--- config.mk ---
export PLATFORM = sky130hd
export DESIGN_NAME = rww_sqrt
export DESIGN_NICKNAME = d
export VERILOG_FILES = /design/src/rtl/core/rww_pkg.sv /design/src/rtl/core/rww_sqrt.sv
export SDC_FILE = /design/constraint.sdc
export NUM_CORES = 2
export LEC_CHECK = 0
export BUFFER_PORTS_ARGS = -buffer_cell sky130_fd_sc_hd__buf_2
export CORE_UTILIZATION = 50
export CTS_BUF_LIST = sky130_fd_sc_hd__clkbuf_8
export CTS_CLUSTER_SIZE = 12
export DETAILED_ROUTE_END_ITERATION = 16
export PLACE_DENSITY = 0.65
export RECOVER_POWER = 25
export SYNTH_ARGS = -nofsm -noshare
export SYNTH_HDL_FRONTEND = slang
export SYNTH_SLANG_ARGS = --single-unit
--- constraint.sdc ---
create_clock -name clk -period 4.5 [get_ports clk]
set_input_delay 0.45 -clock clk [delete_from_list [all_inputs] [get_ports clk]]
set_output_delay 0.45 -clock clk [all_outputs]
set_load 0.01 [all_outputs]
--- src/rtl/core/rww_pkg.sv ---
// Shared types and constants for the radial window weight pipeline.
`default_nettype none

package rww_pkg;

  localparam int CFG_IDX_W  = 3;
  localparam int CFG_DATA_W = 14;

  localparam logic [CFG_IDX_W-1:0] REG_IMAGE_WIDTH     = 3'd0;
  localparam logic [CFG_IDX_W-1:0] REG_IMAGE_HEIGHT    = 3'd1;
  localparam logic [CFG_IDX_W-1:0] REG_WINDOW_DIAMETER = 3'd2;
  localparam logic [CFG_IDX_W-1:0] REG_WINDOW_KIND     = 3'd3;

  typedef enum logic [2:0] {
    KIND_RECT     = 3'd0,
    KIND_BARTLETT = 3'd1,
    KIND_TRIANGLE = 3'd2,
    KIND_HAMMING  = 3'd3,
    KIND_HANNING  = 3'd4
  } rww_kind_e;

  typedef struct packed {
    logic      valid;
    logic      in_radius;
    rww_kind_e kind;
  } rww_tag_t;

  typedef struct packed {
    logic [12:0] pixel_x;
    logic [12:0] pixel_y;
  } rww_in_t;

  typedef struct packed {
    logic [16:0] weight;
    logic        inside_res;
  } rww_out_t;

  // Q30 fixed point
  localparam logic [30:0] ONE_Q30  = 31'h4000_0000;
  localparam logic [30:0] HALF_Q30 = 31'h2000_0000;
  localparam logic [31:0] PI_Q30   = 32'd3373259426;

  // Horner divisors of the cosine series with their reciprocals
  localparam int COS_STEPS = 6;
  localparam logic [7:0] COS_DIV [COS_STEPS] = '{8'd182, 8'd132, 8'd90, 8'd56, 8'd30, 8'd12};
  localparam int COS_SH [COS_STEPS] = '{39, 39, 38, 37, 36, 35};
  localparam logic [31:0] COS_RCP [COS_STEPS] = '{
    32'((64'd1 << 39) / 64'd182),
    32'((64'd1 << 39) / 64'd132),
    32'((64'd1 << 38) / 64'd90),
    32'((64'd1 << 37) / 64'd56),
    32'((64'd1 << 36) / 64'd30),
    32'((64'd1 << 35) / 64'd12)
  };

  // Hamming: (27*2^30 - 23c) / 50
  localparam logic signed [37:0] HAM_A   = 38'sd28991029248;
  localparam logic [35:0]        HAM_DIV = 36'd50;
  localparam int                 HAM_SH  = 37;
  localparam logic [31:0]        HAM_RCP = 32'((64'd1 << 37) / 64'd50);

  localparam int FRONT_STAGES = 3;
  localparam int SQ_STAGES    = 30;
  localparam int DIV_STAGES   = 31;
  localparam int COS_STAGES   = 3 + 3 * COS_STEPS;
  localparam int BACK_STAGES  = 3;
  localparam int LATENCY = FRONT_STAGES + SQ_STAGES + 1 + DIV_STAGES + COS_STAGES + BACK_STAGES;

endpackage

`default_nettype wire

--- src/rtl/core/rww_sqrt.sv ---
// Pipelined integer square root of s * 2^32, one root bit per stage.
`default_nettype none

module rww_sqrt import rww_pkg::*; (
  input  logic        clk,
  input  logic        rst_n,
  input  rww_tag_t    tag_i,
  input  logic [27:0] s_i,
  output rww_tag_t    tag_o,
  output logic [29:0] root_o
);

  rww_tag_t    tag_r  [SQ_STAGES];
  logic [27:0] s_r    [SQ_STAGES];
  logic [30:0] rem_r  [SQ_STAGES];
  logic [29:0] root_r [SQ_STAGES];

  for (genvar i = 0; i < SQ_STAGES; i++) begin : g_stg
    localparam int J = SQ_STAGES - 1 - i;
    rww_tag_t    tag_in;
    logic [27:0] s_in;
    logic [30:0] rem_in;
    logic [29:0] root_in;
    logic [1:0]  pair;
    logic [33:0] diff;
    logic [32:0] shifted;
    logic        ge;

    if (i == 0) begin : g_first
      assign tag_in  = tag_i;
      assign s_in    = s_i;
      assign rem_in  = '0;
      assign root_in = '0;
    end else begin : g_next
      assign tag_in  = tag_r[i-1];
      assign s_in    = s_r[i-1];
      assign rem_in  = rem_r[i-1];
      assign root_in = root_r[i-1];
    end

    if (J >= 16) begin : g_pair
      assign pair = s_in[2*(J-16)+1 -: 2];
    end else begin : g_zero
      assign pair = 2'b00;
    end

    assign shifted = {rem_in, pair};
    assign diff    = {1'b0, shifted} - {2'b00, root_in, 2'b01};
    assign ge      = ~diff[33];

    always_ff @(posedge clk) begin
      if (!rst_n) begin
        tag_r[i] <= '0;
      end else begin
        tag_r[i] <= tag_in;
      end
    end

    always_ff @(posedge clk) begin
      s_r[i]    <= s_in;
      rem_r[i]  <= ge ? diff[30:0] : shifted[30:0];
      root_r[i] <= {root_in[28:0], ge};
    end
  end

  assign tag_o  = tag_r[SQ_STAGES-1];
  assign root_o = root_r[SQ_STAGES-1];

endmodule

`default_nettype wire

==> results.toml <==
[run_status]
status = "completed"

[power_and_ir_drop]
p_int_uw = 28200
netSwitchingPower_uw = 12100
p_leak_uw = 0.0357
pwr-share-clk_pct = 31.9
comb_power_share_pct = 20.7
swShare_pct = 30.0
ir_drop_mv = 0.364
powerDensity_nw_per_um2 = 540
p_seq_share_pct = 47.5

[yosys]
synth.most_common_cell = "dfxtp_1"
synth_edf_count = 0
async_flop_share_pct = 0
yosys.area_share.simple_pct = 14.8
yosys.area_share.adder_pct = 8.88
synth_cell_type_count = 97
ys_ff_latch = 1628
synth_warnings = 0
synth.avg_cell_area_um2 = 9.59
synth_compound_area_share_pct = 13.3
synthFlopType = "dfxtp_1"
synth_commonest_cells = "dfxtp_1, inv_1, nand2_1, nor2_1, ha_1"
synthTopCellsByArea = "dfxtp_1, ha_1, xor2_1"
seq_area_frac_synth_pct = 49.0
syn_area_um2 = 66500
synth_top_family_by_area = "simple AND/OR/NAND/NOR gates"
netlist.area_leader.share_pct = 49.0
synth_mux_area_share_pct = 1.32
yosys.area.top_type = "dfxtp_1"
synthCells = 6933
synthXorXnorAreaFrac_pct = 8.35
syn_nets = 7431

[floorplan]
initial_core_util_pct = 50.5
coreArea_um2 = 132000
die_area_um2 = 134000
die_w_um = 367
rows = 133
io_pins = 70
die_h_um = 367

[drt]
ant_nets = 0
drt-total-wl_um = 136000
drt_pass1_iterations = 7
vias_per_cell = 5.15
vias = 47000
drt-initial-drc-count = 2227
drc = 0
wl_per_cell_um = 14.9

[grt]
grt_pass1_vias = 46100
grt_max_degree = 151
antenna_found_initial = 2
overflow = 0
grt_pass1_wl_um = 225000
grtUsageTotal_pct = 20.1

[flow_run]
drv_cap = 0

[sta]
relSlewSlack_pct = 24.0
drv_slew = 0
hold_viol = 0
grt_setup_unrepaired = "no"
finalSetupViolations = 0
max_freq_ghz = 0.259
worst_pin_slew_ps = 1130
skew_ps = 56.1
fin_crit_sh_pct = 85.9
post-route-min-period_ps = 3860
setup_tns_ps = 0

[critical_path]
crit_fanout = 4
cp-end-kind = "register"
crit_path_start_kind = "register"
cp.arrival_ps = 4700
cp_data_required_time_ps = 5330
crit_type = "reg -> reg"

[clock_network]
cts_buffer_depth = 4
cts-root-buf = "clkbuf_8"
cts_sinks = 1628
htreeDepth = 5
cts_tree = "yes"
clk_pin_slew_worst_paths_ps = 60
insertion_delay_ps = 990
cts-buffers-inserted = 279

[placement]
gp_congestion = 0.876
dpl.hpwl_um = 103000
placed_cell_area_um2 = 68700
portBuffers = 69

[finish]
drive_gt1_share_pct = 8.43
area_growth_pct = 12.1
final_area_um2 = 74500
layout.nets = 7698

[worst_hold_path]
hp-class = "in -> reg"
-- layer usage --
| metal | track usage [%] | share of wire (%) |
|---|---|---|
| met1 | 22.7 | 42 |
| met2 | 36.5 | 50 |
| met3 | 3.87 | 3.8 |
| met4 | 8.98 | 3.6 |
| met5 | 0 | 0 |
-- kinds of logic after synthesis --
| logic type | Yosys count |
|---|---|
| multiplexers | 79 |
| flip-flops | 1628 |
| AO/OA/AOI/OAI | 1420 |
| XOR/XNOR | 633 |
| adder cells (fa/ha/maj) | 463 |
| buffers and inverters | 748 |
| AND/OR/NAND/NOR | 1961 |
| other | 1 |
-- critical path: stages, from the launching register on --
cell and delay (ps):
dfxtp_1 370, inv_1 100, ha_1 220, inv_1 70
fa_1 210, nor2b_1 70, o31ai_1 300, a221oi_1 180
a2111oi_0 680, o21ai_0 250, a221oi_1 610, nand2_1 210
or3_1 360, xnor2_1 140
-- cells in the final DEF (no fill, tap or decap), types with 26 or more instances in the layout --
master and n:
dfxtp_1 1628, inv_1 667, nand2_1 497, nor2_1 456, ha_1 448, o21ai_0 410, a21oi_1 384, clkbuf_8 344
xor2_1 332, xnor2_1 300, and2_1 176, nor3_1 173, a21o_1 163, nor4_1 103, nand2b_1 94, nand3_1 84
o21a_1 82, nor2b_1 69, or3_1 69, mux2_2 69, buf_2 67, o31ai_1 50, a211oi_1 49, or4_1 44
a31oi_1 43, nand4_1 41, dlygate4sd3_1 35, o21bai_1 33, nand3b_1 33, and3_1 30, clkinv_2 30, buf_4 26
-- path summary, 6_finish.rpt --
| kind | start | endpoint | slack [ps] | cells past startpoint |
|---|---|---|---|---|
| setup / recovery | rem_r[17][1] | rem_r[18][26] | 640 | 13 |
| hold / removal | s_i[5] | s_r[0][5] | 110 | 2 |
| setup reg to reg | rem_r[17][1] | rem_r[18][26] | 640 | 13 |
| hold reg to reg | root_r[6][106] | root_r[7][17] | 310 | 0 |
-- flip-flops by register name (all words and copies together) (netlist names) --
| name | flops |
|---|---|
| s_r | 182 |
| root_r | 450 |
| rem_r | 846 |
| tag_r | 150 |
-- power by group through the flow --
stage / registers [uW] / logic [uW] / clock network, uW
floorplan: 18600 / 6680 / 0
global placement: 19400 / 8130 / 0
detailed placement: 19400 / 8270 / 0
CTS: 19100 / 8360 / 13300
global route: 19400 / 9400 / 14000
finish: 19100 / 8310 / 12800
-- final cells by class --
| cell class | instances | area, um^2 |
|---|---|---|
| fillers | 11600 | 57100 |
| flip-flops and latches | 1628 | 32600 |
| multi-input cells | 4557 | 31100 |
| clock buffers | 344 | 4730 |
| inverters | 601 | 2260 |
| well taps | 1755 | 2200 |
| repair buffers | 133 | 965 |
| clock inverters | 112 | 687 |
| diodes | 1 | 2.50 |
-- through the flow --
stage / std cells / util [%] / hold slack (ps) / total power (uW) / setup WS (ps)
finish: 9131 / 56.6 / 114 / 40200 / 636
global route: 9131 / 56.6 / 39.1 / 42800 / 233
CTS: 9130 / 56.6 / 0.583 / 40800 / 683
detailed placement: 8639 / 52.2 / 312 / 27700 / 715
global placement: 8639 / 52.2 / 310 / 27500 / 679
floorplan: 6933 / - / 310 / 25300 / 1350
-- repair_timing --
action,in CTS,in global routing
gates resized for setup,0,0
setup buffers,0,0
hold buffers,35,0
endpoints found under the hold margin,34,0
Note: power is estimated with default switching activity, not from simulation.
