**src/rtl/core/rww_pkg.sv**
```systemverilog
// Shared types and constants for the radial window weight pipeline.
`default_nettype none

package rww_pkg;

  localparam int CFG_IDX_W  = 3;
  localparam int CFG_DATA_W = 14;

  localparam logic [CFG_IDX_W-1:0] REG_IMAGE_WIDTH     = 3'd0;
  localparam logic [CFG_IDX_W-1:0] REG_IMAGE_HEIGHT    = 3'd1;
  localparam logic [CFG_IDX_W-1:0] REG_WINDOW_DIAMETER = 3'd2;
  localparam logic [CFG_IDX_W-1:0] REG_WINDOW_KIND     = 3'd3;

  typedef enum logic [2:0] {
    KIND_RECT     = 3'd0,
    KIND_BARTLETT = 3'd1,
    KIND_TRIANGLE = 3'd2,
    KIND_HAMMING  = 3'd3,
    KIND_HANNING  = 3'd4
  } rww_kind_e;

  typedef struct packed {
    logic      valid;
    logic      in_radius;
    rww_kind_e kind;
  } rww_tag_t;

  typedef struct packed {
    logic [12:0] pixel_x;
    logic [12:0] pixel_y;
  } rww_in_t;

  typedef struct packed {
    logic [16:0] weight;
    logic        inside_res;
  } rww_out_t;

  // Q30 fixed point
  localparam logic [30:0] ONE_Q30  = 31'h4000_0000;
  localparam logic [30:0] HALF_Q30 = 31'h2000_0000;
  localparam logic [31:0] PI_Q30   = 32'd3373259426;

  // Horner divisors of the cosine series with their reciprocals
  localparam int COS_STEPS = 6;
  localparam logic [7:0] COS_DIV [COS_STEPS] = '{8'd182, 8'd132, 8'd90, 8'd56, 8'd30, 8'd12};
  localparam int COS_SH [COS_STEPS] = '{39, 39, 38, 37, 36, 35};
  localparam logic [31:0] COS_RCP [COS_STEPS] = '{
    32'((64'd1 << 39) / 64'd182),
    32'((64'd1 << 39) / 64'd132),
    32'((64'd1 << 38) / 64'd90),
    32'((64'd1 << 37) / 64'd56),
    32'((64'd1 << 36) / 64'd30),
    32'((64'd1 << 35) / 64'd12)
  };

  // Hamming: (27*2^30 - 23c) / 50
  localparam logic signed [37:0] HAM_A   = 38'sd28991029248;
  localparam logic [35:0]        HAM_DIV = 36'd50;
  localparam int                 HAM_SH  = 37;
  localparam logic [31:0]        HAM_RCP = 32'((64'd1 << 37) / 64'd50);

  localparam int FRONT_STAGES = 3;
  localparam int SQ_STAGES    = 30;
  localparam int DIV_STAGES   = 31;
  localparam int COS_STAGES   = 3 + 3 * COS_STEPS;
  localparam int BACK_STAGES  = 3;
  localparam int LATENCY = FRONT_STAGES + SQ_STAGES + 1 + DIV_STAGES + COS_STAGES + BACK_STAGES;

endpackage

`default_nettype wire

```
**src/rtl/core/rww_div.sv**
```systemverilog
// Pipelined restoring divider, one quotient bit per stage.
`default_nettype none

module rww_div import rww_pkg::*; (
  input  logic        clk,
  input  logic        rst_n,
  input  rww_tag_t    tag_i,
  input  logic [44:0] num_i,
  input  logic [14:0] den_i,
  output rww_tag_t    tag_o,
  output logic [30:0] quo_o
);

  rww_tag_t    tag_r [DIV_STAGES];
  logic [44:0] num_r [DIV_STAGES];
  logic [14:0] den_r [DIV_STAGES];
  logic [13:0] rem_r [DIV_STAGES];
  logic [30:0] quo_r [DIV_STAGES];

  for (genvar i = 0; i < DIV_STAGES; i++) begin : g_stg
    localparam int B = DIV_STAGES - 1 - i;
    rww_tag_t    tag_in;
    logic [44:0] num_in;
    logic [14:0] den_in;
    logic [13:0] rem_in;
    logic [30:0] quo_in;
    logic [14:0] trial;
    logic [14:0] sub;
    logic        ge;

    if (i == 0) begin : g_first
      assign tag_in = tag_i;
      assign num_in = num_i;
      assign den_in = den_i;
      assign rem_in = num_i[44:31];
      assign quo_in = '0;
    end else begin : g_next
      assign tag_in = tag_r[i-1];
      assign num_in = num_r[i-1];
      assign den_in = den_r[i-1];
      assign rem_in = rem_r[i-1];
      assign quo_in = quo_r[i-1];
    end

    assign trial = {rem_in, num_in[B]};
    assign ge    = (trial >= den_in);
    assign sub   = trial - den_in;

    always_ff @(posedge clk) begin
      if (!rst_n) begin
        tag_r[i] <= '0;
      end else begin
        tag_r[i] <= tag_in;
      end
    end

    always_ff @(posedge clk) begin
      num_r[i] <= num_in;
      den_r[i] <= den_in;
      rem_r[i] <= ge ? sub[13:0] : trial[13:0];
      quo_r[i] <= {quo_in[29:0], ge};
    end
  end

  assign tag_o = tag_r[DIV_STAGES-1];
  assign quo_o = quo_r[DIV_STAGES-1];

endmodule

`default_nettype wire

```
**config.mk**
```make
export PLATFORM = sky130hd
export DESIGN_NAME = rww_div
export DESIGN_NICKNAME = d
export VERILOG_FILES = /design/src/rtl/core/rww_pkg.sv /design/src/rtl/core/rww_div.sv
export SDC_FILE = /design/constraint.sdc
export NUM_CORES = 2
export LEC_CHECK = 0
export BUFFER_PORTS_ARGS = -buffer_cell sky130_fd_sc_hd__buf_2
export CAP_MARGIN = 15
export CORE_AREA = 2 2 355 357
export DETAILED_ROUTE_END_ITERATION = 12
export DIE_AREA = 0 0 357 359
export PLACE_DENSITY = 0.74
export SLEW_MARGIN = 15
export SYNTH_ARGS = -nofsm -noshare
export SYNTH_HDL_FRONTEND = slang
export SYNTH_SLANG_ARGS = --single-unit
```
**constraint.sdc**
```tcl
create_clock -name clk -period 2.3 [get_ports clk]
set_input_delay 0.115 -clock clk [delete_from_list [all_inputs] [get_ports clk]]
set_output_delay 0.115 -clock clk [all_outputs]
set_load 0.02 [all_outputs]
```
==> out/qor.txt <==
TIMING
------------------------------------------------------------------------------
Clock period minus final worst setup slack ......................     2.544 ns
Final number of hold-violating endpoints ........................            0
Final setup violation count .....................................          230
Actual slew at the worst max-slew pin ...........................    0.4944 ns
Number of pins with negative max-slew slack in the final report .            0
Maximum operating frequency .....................................    393.1 MHz
Fraction of the cycle the final worst path needs ................       110.6%
Final setup margin ..............................................   -0.2438 ns
Final clock skew ................................................   0.03299 ns
Remaining max-slew budget at the tightest pin ...................       67.04%
Setup repair after global routing missed its margin .............          yes

POWER
------------------------------------------------------------------------------
Switching share of power ........................................       32.88%
Internal power summed over all cells ............................    0.09933 W
Register share of total power ...................................        32.8%
Clk network pwr share ...........................................        22.6%
Areal power density over the cells .............................. 1588 mW/mm^2
Switching power total ...........................................    0.04866 W
PnR Total Power .................................................     0.1480 W
Proportion of power drawn by combinational gates ................        44.6%
Leakage .........................................................     42.18 nW
Max IR drop VDD .................................................      1254 uV

DRT
------------------------------------------------------------------------------
Wire length after detailed routing ..............................    155400 um
Wire per inst ...................................................     16.74 um
Via total after detailed routing ................................        47680
Number of remaining DRC errors ..................................            0
Initial DRC Count ...............................................         3092
Detailed Routing Iterations Pass 1 ..............................            8
Post-route antenna net violation count ..........................            0
Mean number of vias per cell ....................................        5.138

CTS
------------------------------------------------------------------------------
Number of sinks handled by clock tree synthesis .................         1986
TritonCTS Buffers ...............................................          187
Longest Clk Path Bufs ...........................................            3
Clock latency on the worst-skew pair ............................      0.82 ns
TritonCTS clock tree ............................................        built
Clock-pin slew on the worst setup and hold paths ................      0.07 ns
Clock tree root driver cell ..................................... sky130_fd_sc_hd__clkbuf_16
H-tree lvl count ................................................            4

PLACE
------------------------------------------------------------------------------
Gpl congestion ..................................................       0.9161
# placed instances ..............................................         8548
Count of buffers inserted at the top-level ports ................          102
Detailed placer's ending HPWL ...................................     96830 um

SYNTHESIS
------------------------------------------------------------------------------
Distinct cell type count after synthesis ........................           93
Async set-or-reset flop fraction in the synthesized netlist .....           0%
Number of synthesized flops with an enable pin ..................            0
List of most frequent post-synthesis cells ...................... 1986 x sky130_fd_sc_hd__dfxtp_1, 584 x sky130_fd_sc_hd__inv_1, 495 x sky130_fd_sc_hd__ha_1
Post-Syn Area per Cell ..........................................  11.35 sq um
Post-synth top area cell ........................................ sky130_fd_sc_hd__dfxtp_1
Syn_nets ........................................................         6588
Most frequently used flop master after synthesis ................ sky130_fd_sc_hd__dfxtp_1
Most common cell in the synthesized netlist ..................... sky130_fd_sc_hd__dfxtp_1
Proportion of netlist area held by the largest area contributor .       58.40%
Sequential share of the synthesized area ........................       58.40%
Register bit count reported by yosys ............................         1986
Main area contributors after synthesis .......................... sky130_fd_sc_hd__dfxtp_1 58%, sky130_fd_sc_hd__ha_1 9.1%, sky130_fd_sc_hd__mux2_2 4.3%, sky130_fd_sc_hd__inv_1 3.2%, sky130_fd_sc_hd__a21oi_1 2.5%
Total standard cell area after synthesis ........................ 0.06808 sq mm
Synthesized instance count ......................................         5996
YS warnings .....................................................            0

FINISH
------------------------------------------------------------------------------
# nets final ....................................................         8062
Share of layout cells above drive strength 1 ....................       36.35%
Non-filler instance count after layout ..........................         9280
Syn-to-layout area delta ........................................       36.86%
Core occupancy in the finished layout ...........................       74.78%
Layout filler cell count ........................................         7777

GLOBAL ROUTING
------------------------------------------------------------------------------
Largest net degree at the start of global routing ...............           67
Congestion Overflow GR ..........................................            0
Initial antenna violation count .................................            1
First-pass GRT wire length ......................................    235600 um
Via count of the first global-routing pass ......................        48180
Total routing resource utilization after global routing .........       22.43%

FLOORPLANNING
------------------------------------------------------------------------------
Top-level I/O count .............................................          103
Core ar. ........................................................ 0.1246 sq mm
Die width .......................................................       357 um
Number of rows created at floorplan .............................          130
Starting utilization of the core area ...........................       54.64%
Die Outline Area ................................................ 0.1282 sq mm
Die H ...........................................................       359 um

SETUP PATH
------------------------------------------------------------------------------
Worst-path maximum fanout .......................................            7
Worst path required time ........................................      2.99 ns
Data arrival time of the critical path ..........................      3.23 ns
Type of element launching the critical path .....................         flop
Count of cells along the worst register-to-register path ........           10
Crit end category ...............................................         flop
Crit path kind ..................................................      reg2reg
Slack of the worst reg-to-reg path ..............................     -0.24 ns

WORST HOLD PATH
------------------------------------------------------------------------------
Hold-critical path depth ........................................            4
Hold Path Class .................................................       in2reg

RUN STATUS
------------------------------------------------------------------------------
Outcome ......................................................... finished with violations
Violated checks ................................................. setup timing

FLOW RUN
------------------------------------------------------------------------------
Max-capacitance violation count .................................            0

## stage by stage
step | hold slack, ns | worst slack, ns | area [sq um] | setup TNS [ns]
after global routing | 0.1038 | -0.3096 | 93170 | -42.03
after CTS | 0.04976 | -0.1965 | 89940 | -18.05
after global placement | 0.2175 | -0.4094 | 77960 | -59.63
final | 0.1166 | -0.2438 | 93170 | -21.89
after floorplan | 0.1427 | -0.1760 | 69070 | -6.392
after detailed placement | 0.2186 | -0.4206 | 77960 | -71.51
## kinds of logic (layout without fill, tap and decap cells)
family,Yosys count,count (layout),share of synthesized area [%]
flops,1986,1986,58.40
compound gates,1166,1169,11.12
simple gates,1086,1086,8.134
buf+inv,662,2292,3.874
fa+ha+maj,525,525,9.979
mux,313,313,5.175
xor+xnor,258,258,3.319
other cells,0,1,0
## routing by layer
layer / vias to the layer above / share of wire [%] / global-route usage [%]
met3: 380 / 4.4 / 4.030
met4: 0 / 3.5 / 8.782
li1: 23450 / - / -
met1: 22660 / 42 / 27.09
met5: - / 0 / 0
met2: 1191 / 50 / 39.39
## area by class of cell
| type | instances | area [sq um] | area share (%) |
|---|---|---|---|
| flip-flops and latches | 1986 | 40020 | 42.96 |
| multi-input cells | 3351 | 30990 | 33.26 |
| repair buffers | 1358 | 10940 | 11.74 |
| clock buffers | 234 | 5146 | 5.523 |
| inverters | 586 | 2220 | 2.382 |
| well taps | 1650 | 2064 | 2.216 |
| clock inverters | 114 | 1785 | 1.916 |
| diodes | 1 | 2.502 | 0.002686 |
## cells in the final DEF, fill, tap and decap left out, types with 68 or more instances in the layout
cell,count
sky130_fd_sc_hd__o21ai_0,225
sky130_fd_sc_hd__xor2_1,108
sky130_fd_sc_hd__ha_1,340
sky130_fd_sc_hd__dlygate4sd3_1,117
sky130_fd_sc_hd__nand2_1,227
sky130_fd_sc_hd__mux2_4,207
sky130_fd_sc_hd__a21oi_1,260
sky130_fd_sc_hd__a21oi_2,68
sky130_fd_sc_hd__inv_2,83
sky130_fd_sc_hd__xnor2_1,146
sky130_fd_sc_hd__buf_4,1041
sky130_fd_sc_hd__ha_4,146
sky130_fd_sc_hd__and2_1,161
sky130_fd_sc_hd__dfxtp_2,174
sky130_fd_sc_hd__nor2_1,268
sky130_fd_sc_hd__buf_2,102
sky130_fd_sc_hd__dfxtp_1,1799
sky130_fd_sc_hd__clkbuf_16,196
sky130_fd_sc_hd__a21o_1,85
sky130_fd_sc_hd__inv_1,496
sky130_fd_sc_hd__o21a_1,80
## power by group through the flow
stage          clock network, W  logic (W)  registers (W)
2_1_floorplan                 0     0.0345         0.0471
3_3_place_gp                  0     0.0497         0.0484
3_5_place_dp                  0     0.0510         0.0486
4_1_cts                  0.0341     0.0589         0.0483
5_1_grt                  0.0356     0.0710         0.0494
6_report                 0.0334     0.0660         0.0486
## registers in the layout (all words and copies together), names as in the netlist
register,cells
quo_r,496
num_r,465
den_r,450
rem_r,420
tag_r,155
## worst max-delay path: stages, from the launching register on
cell	delay [ns]
sky130_fd_sc_hd__dfxtp_2	0.35
sky130_fd_sc_hd__inv_2	0.05
sky130_fd_sc_hd__ha_4	0.26
sky130_fd_sc_hd__buf_6	0.09
sky130_fd_sc_hd__nand4_1	0.24
sky130_fd_sc_hd__o41ai_4	0.41
sky130_fd_sc_hd__a21o_1	0.20
sky130_fd_sc_hd__a21o_1	0.15
sky130_fd_sc_hd__o21bai_4	0.16
sky130_fd_sc_hd__buf_12	0.17
sky130_fd_sc_hd__mux2_4	0.31
## timing repair
| action | CTS | global route |
|---|---|---|
| gates cloned | 15 | 6 |
| pin swaps | 189 | 263 |
| hold buffers | 117 | 0 |
| setup endpoints to repair | 401 | 407 |
| buffers inserted | 168 | 116 |
| gates resized for setup | 526 | 622 |
| endpoints found under the hold margin | 213 | 0 |
## final timing paths
check,from,endpoint
setup reg to reg,den_r[5][18]$_DFF_P_,rem_r[22][5]$_DFF_P_
hold reg to reg,num_r[0][156]$_DFF_P_,num_r[1][21]$_DFF_P_
setup / recovery,den_r[5][18]$_DFF_P_,rem_r[22][5]$_DFF_P_
hold / removal,num_i[39],rem_r[0][9]$_DFF_P_
(Power assumes the default switching activity.)
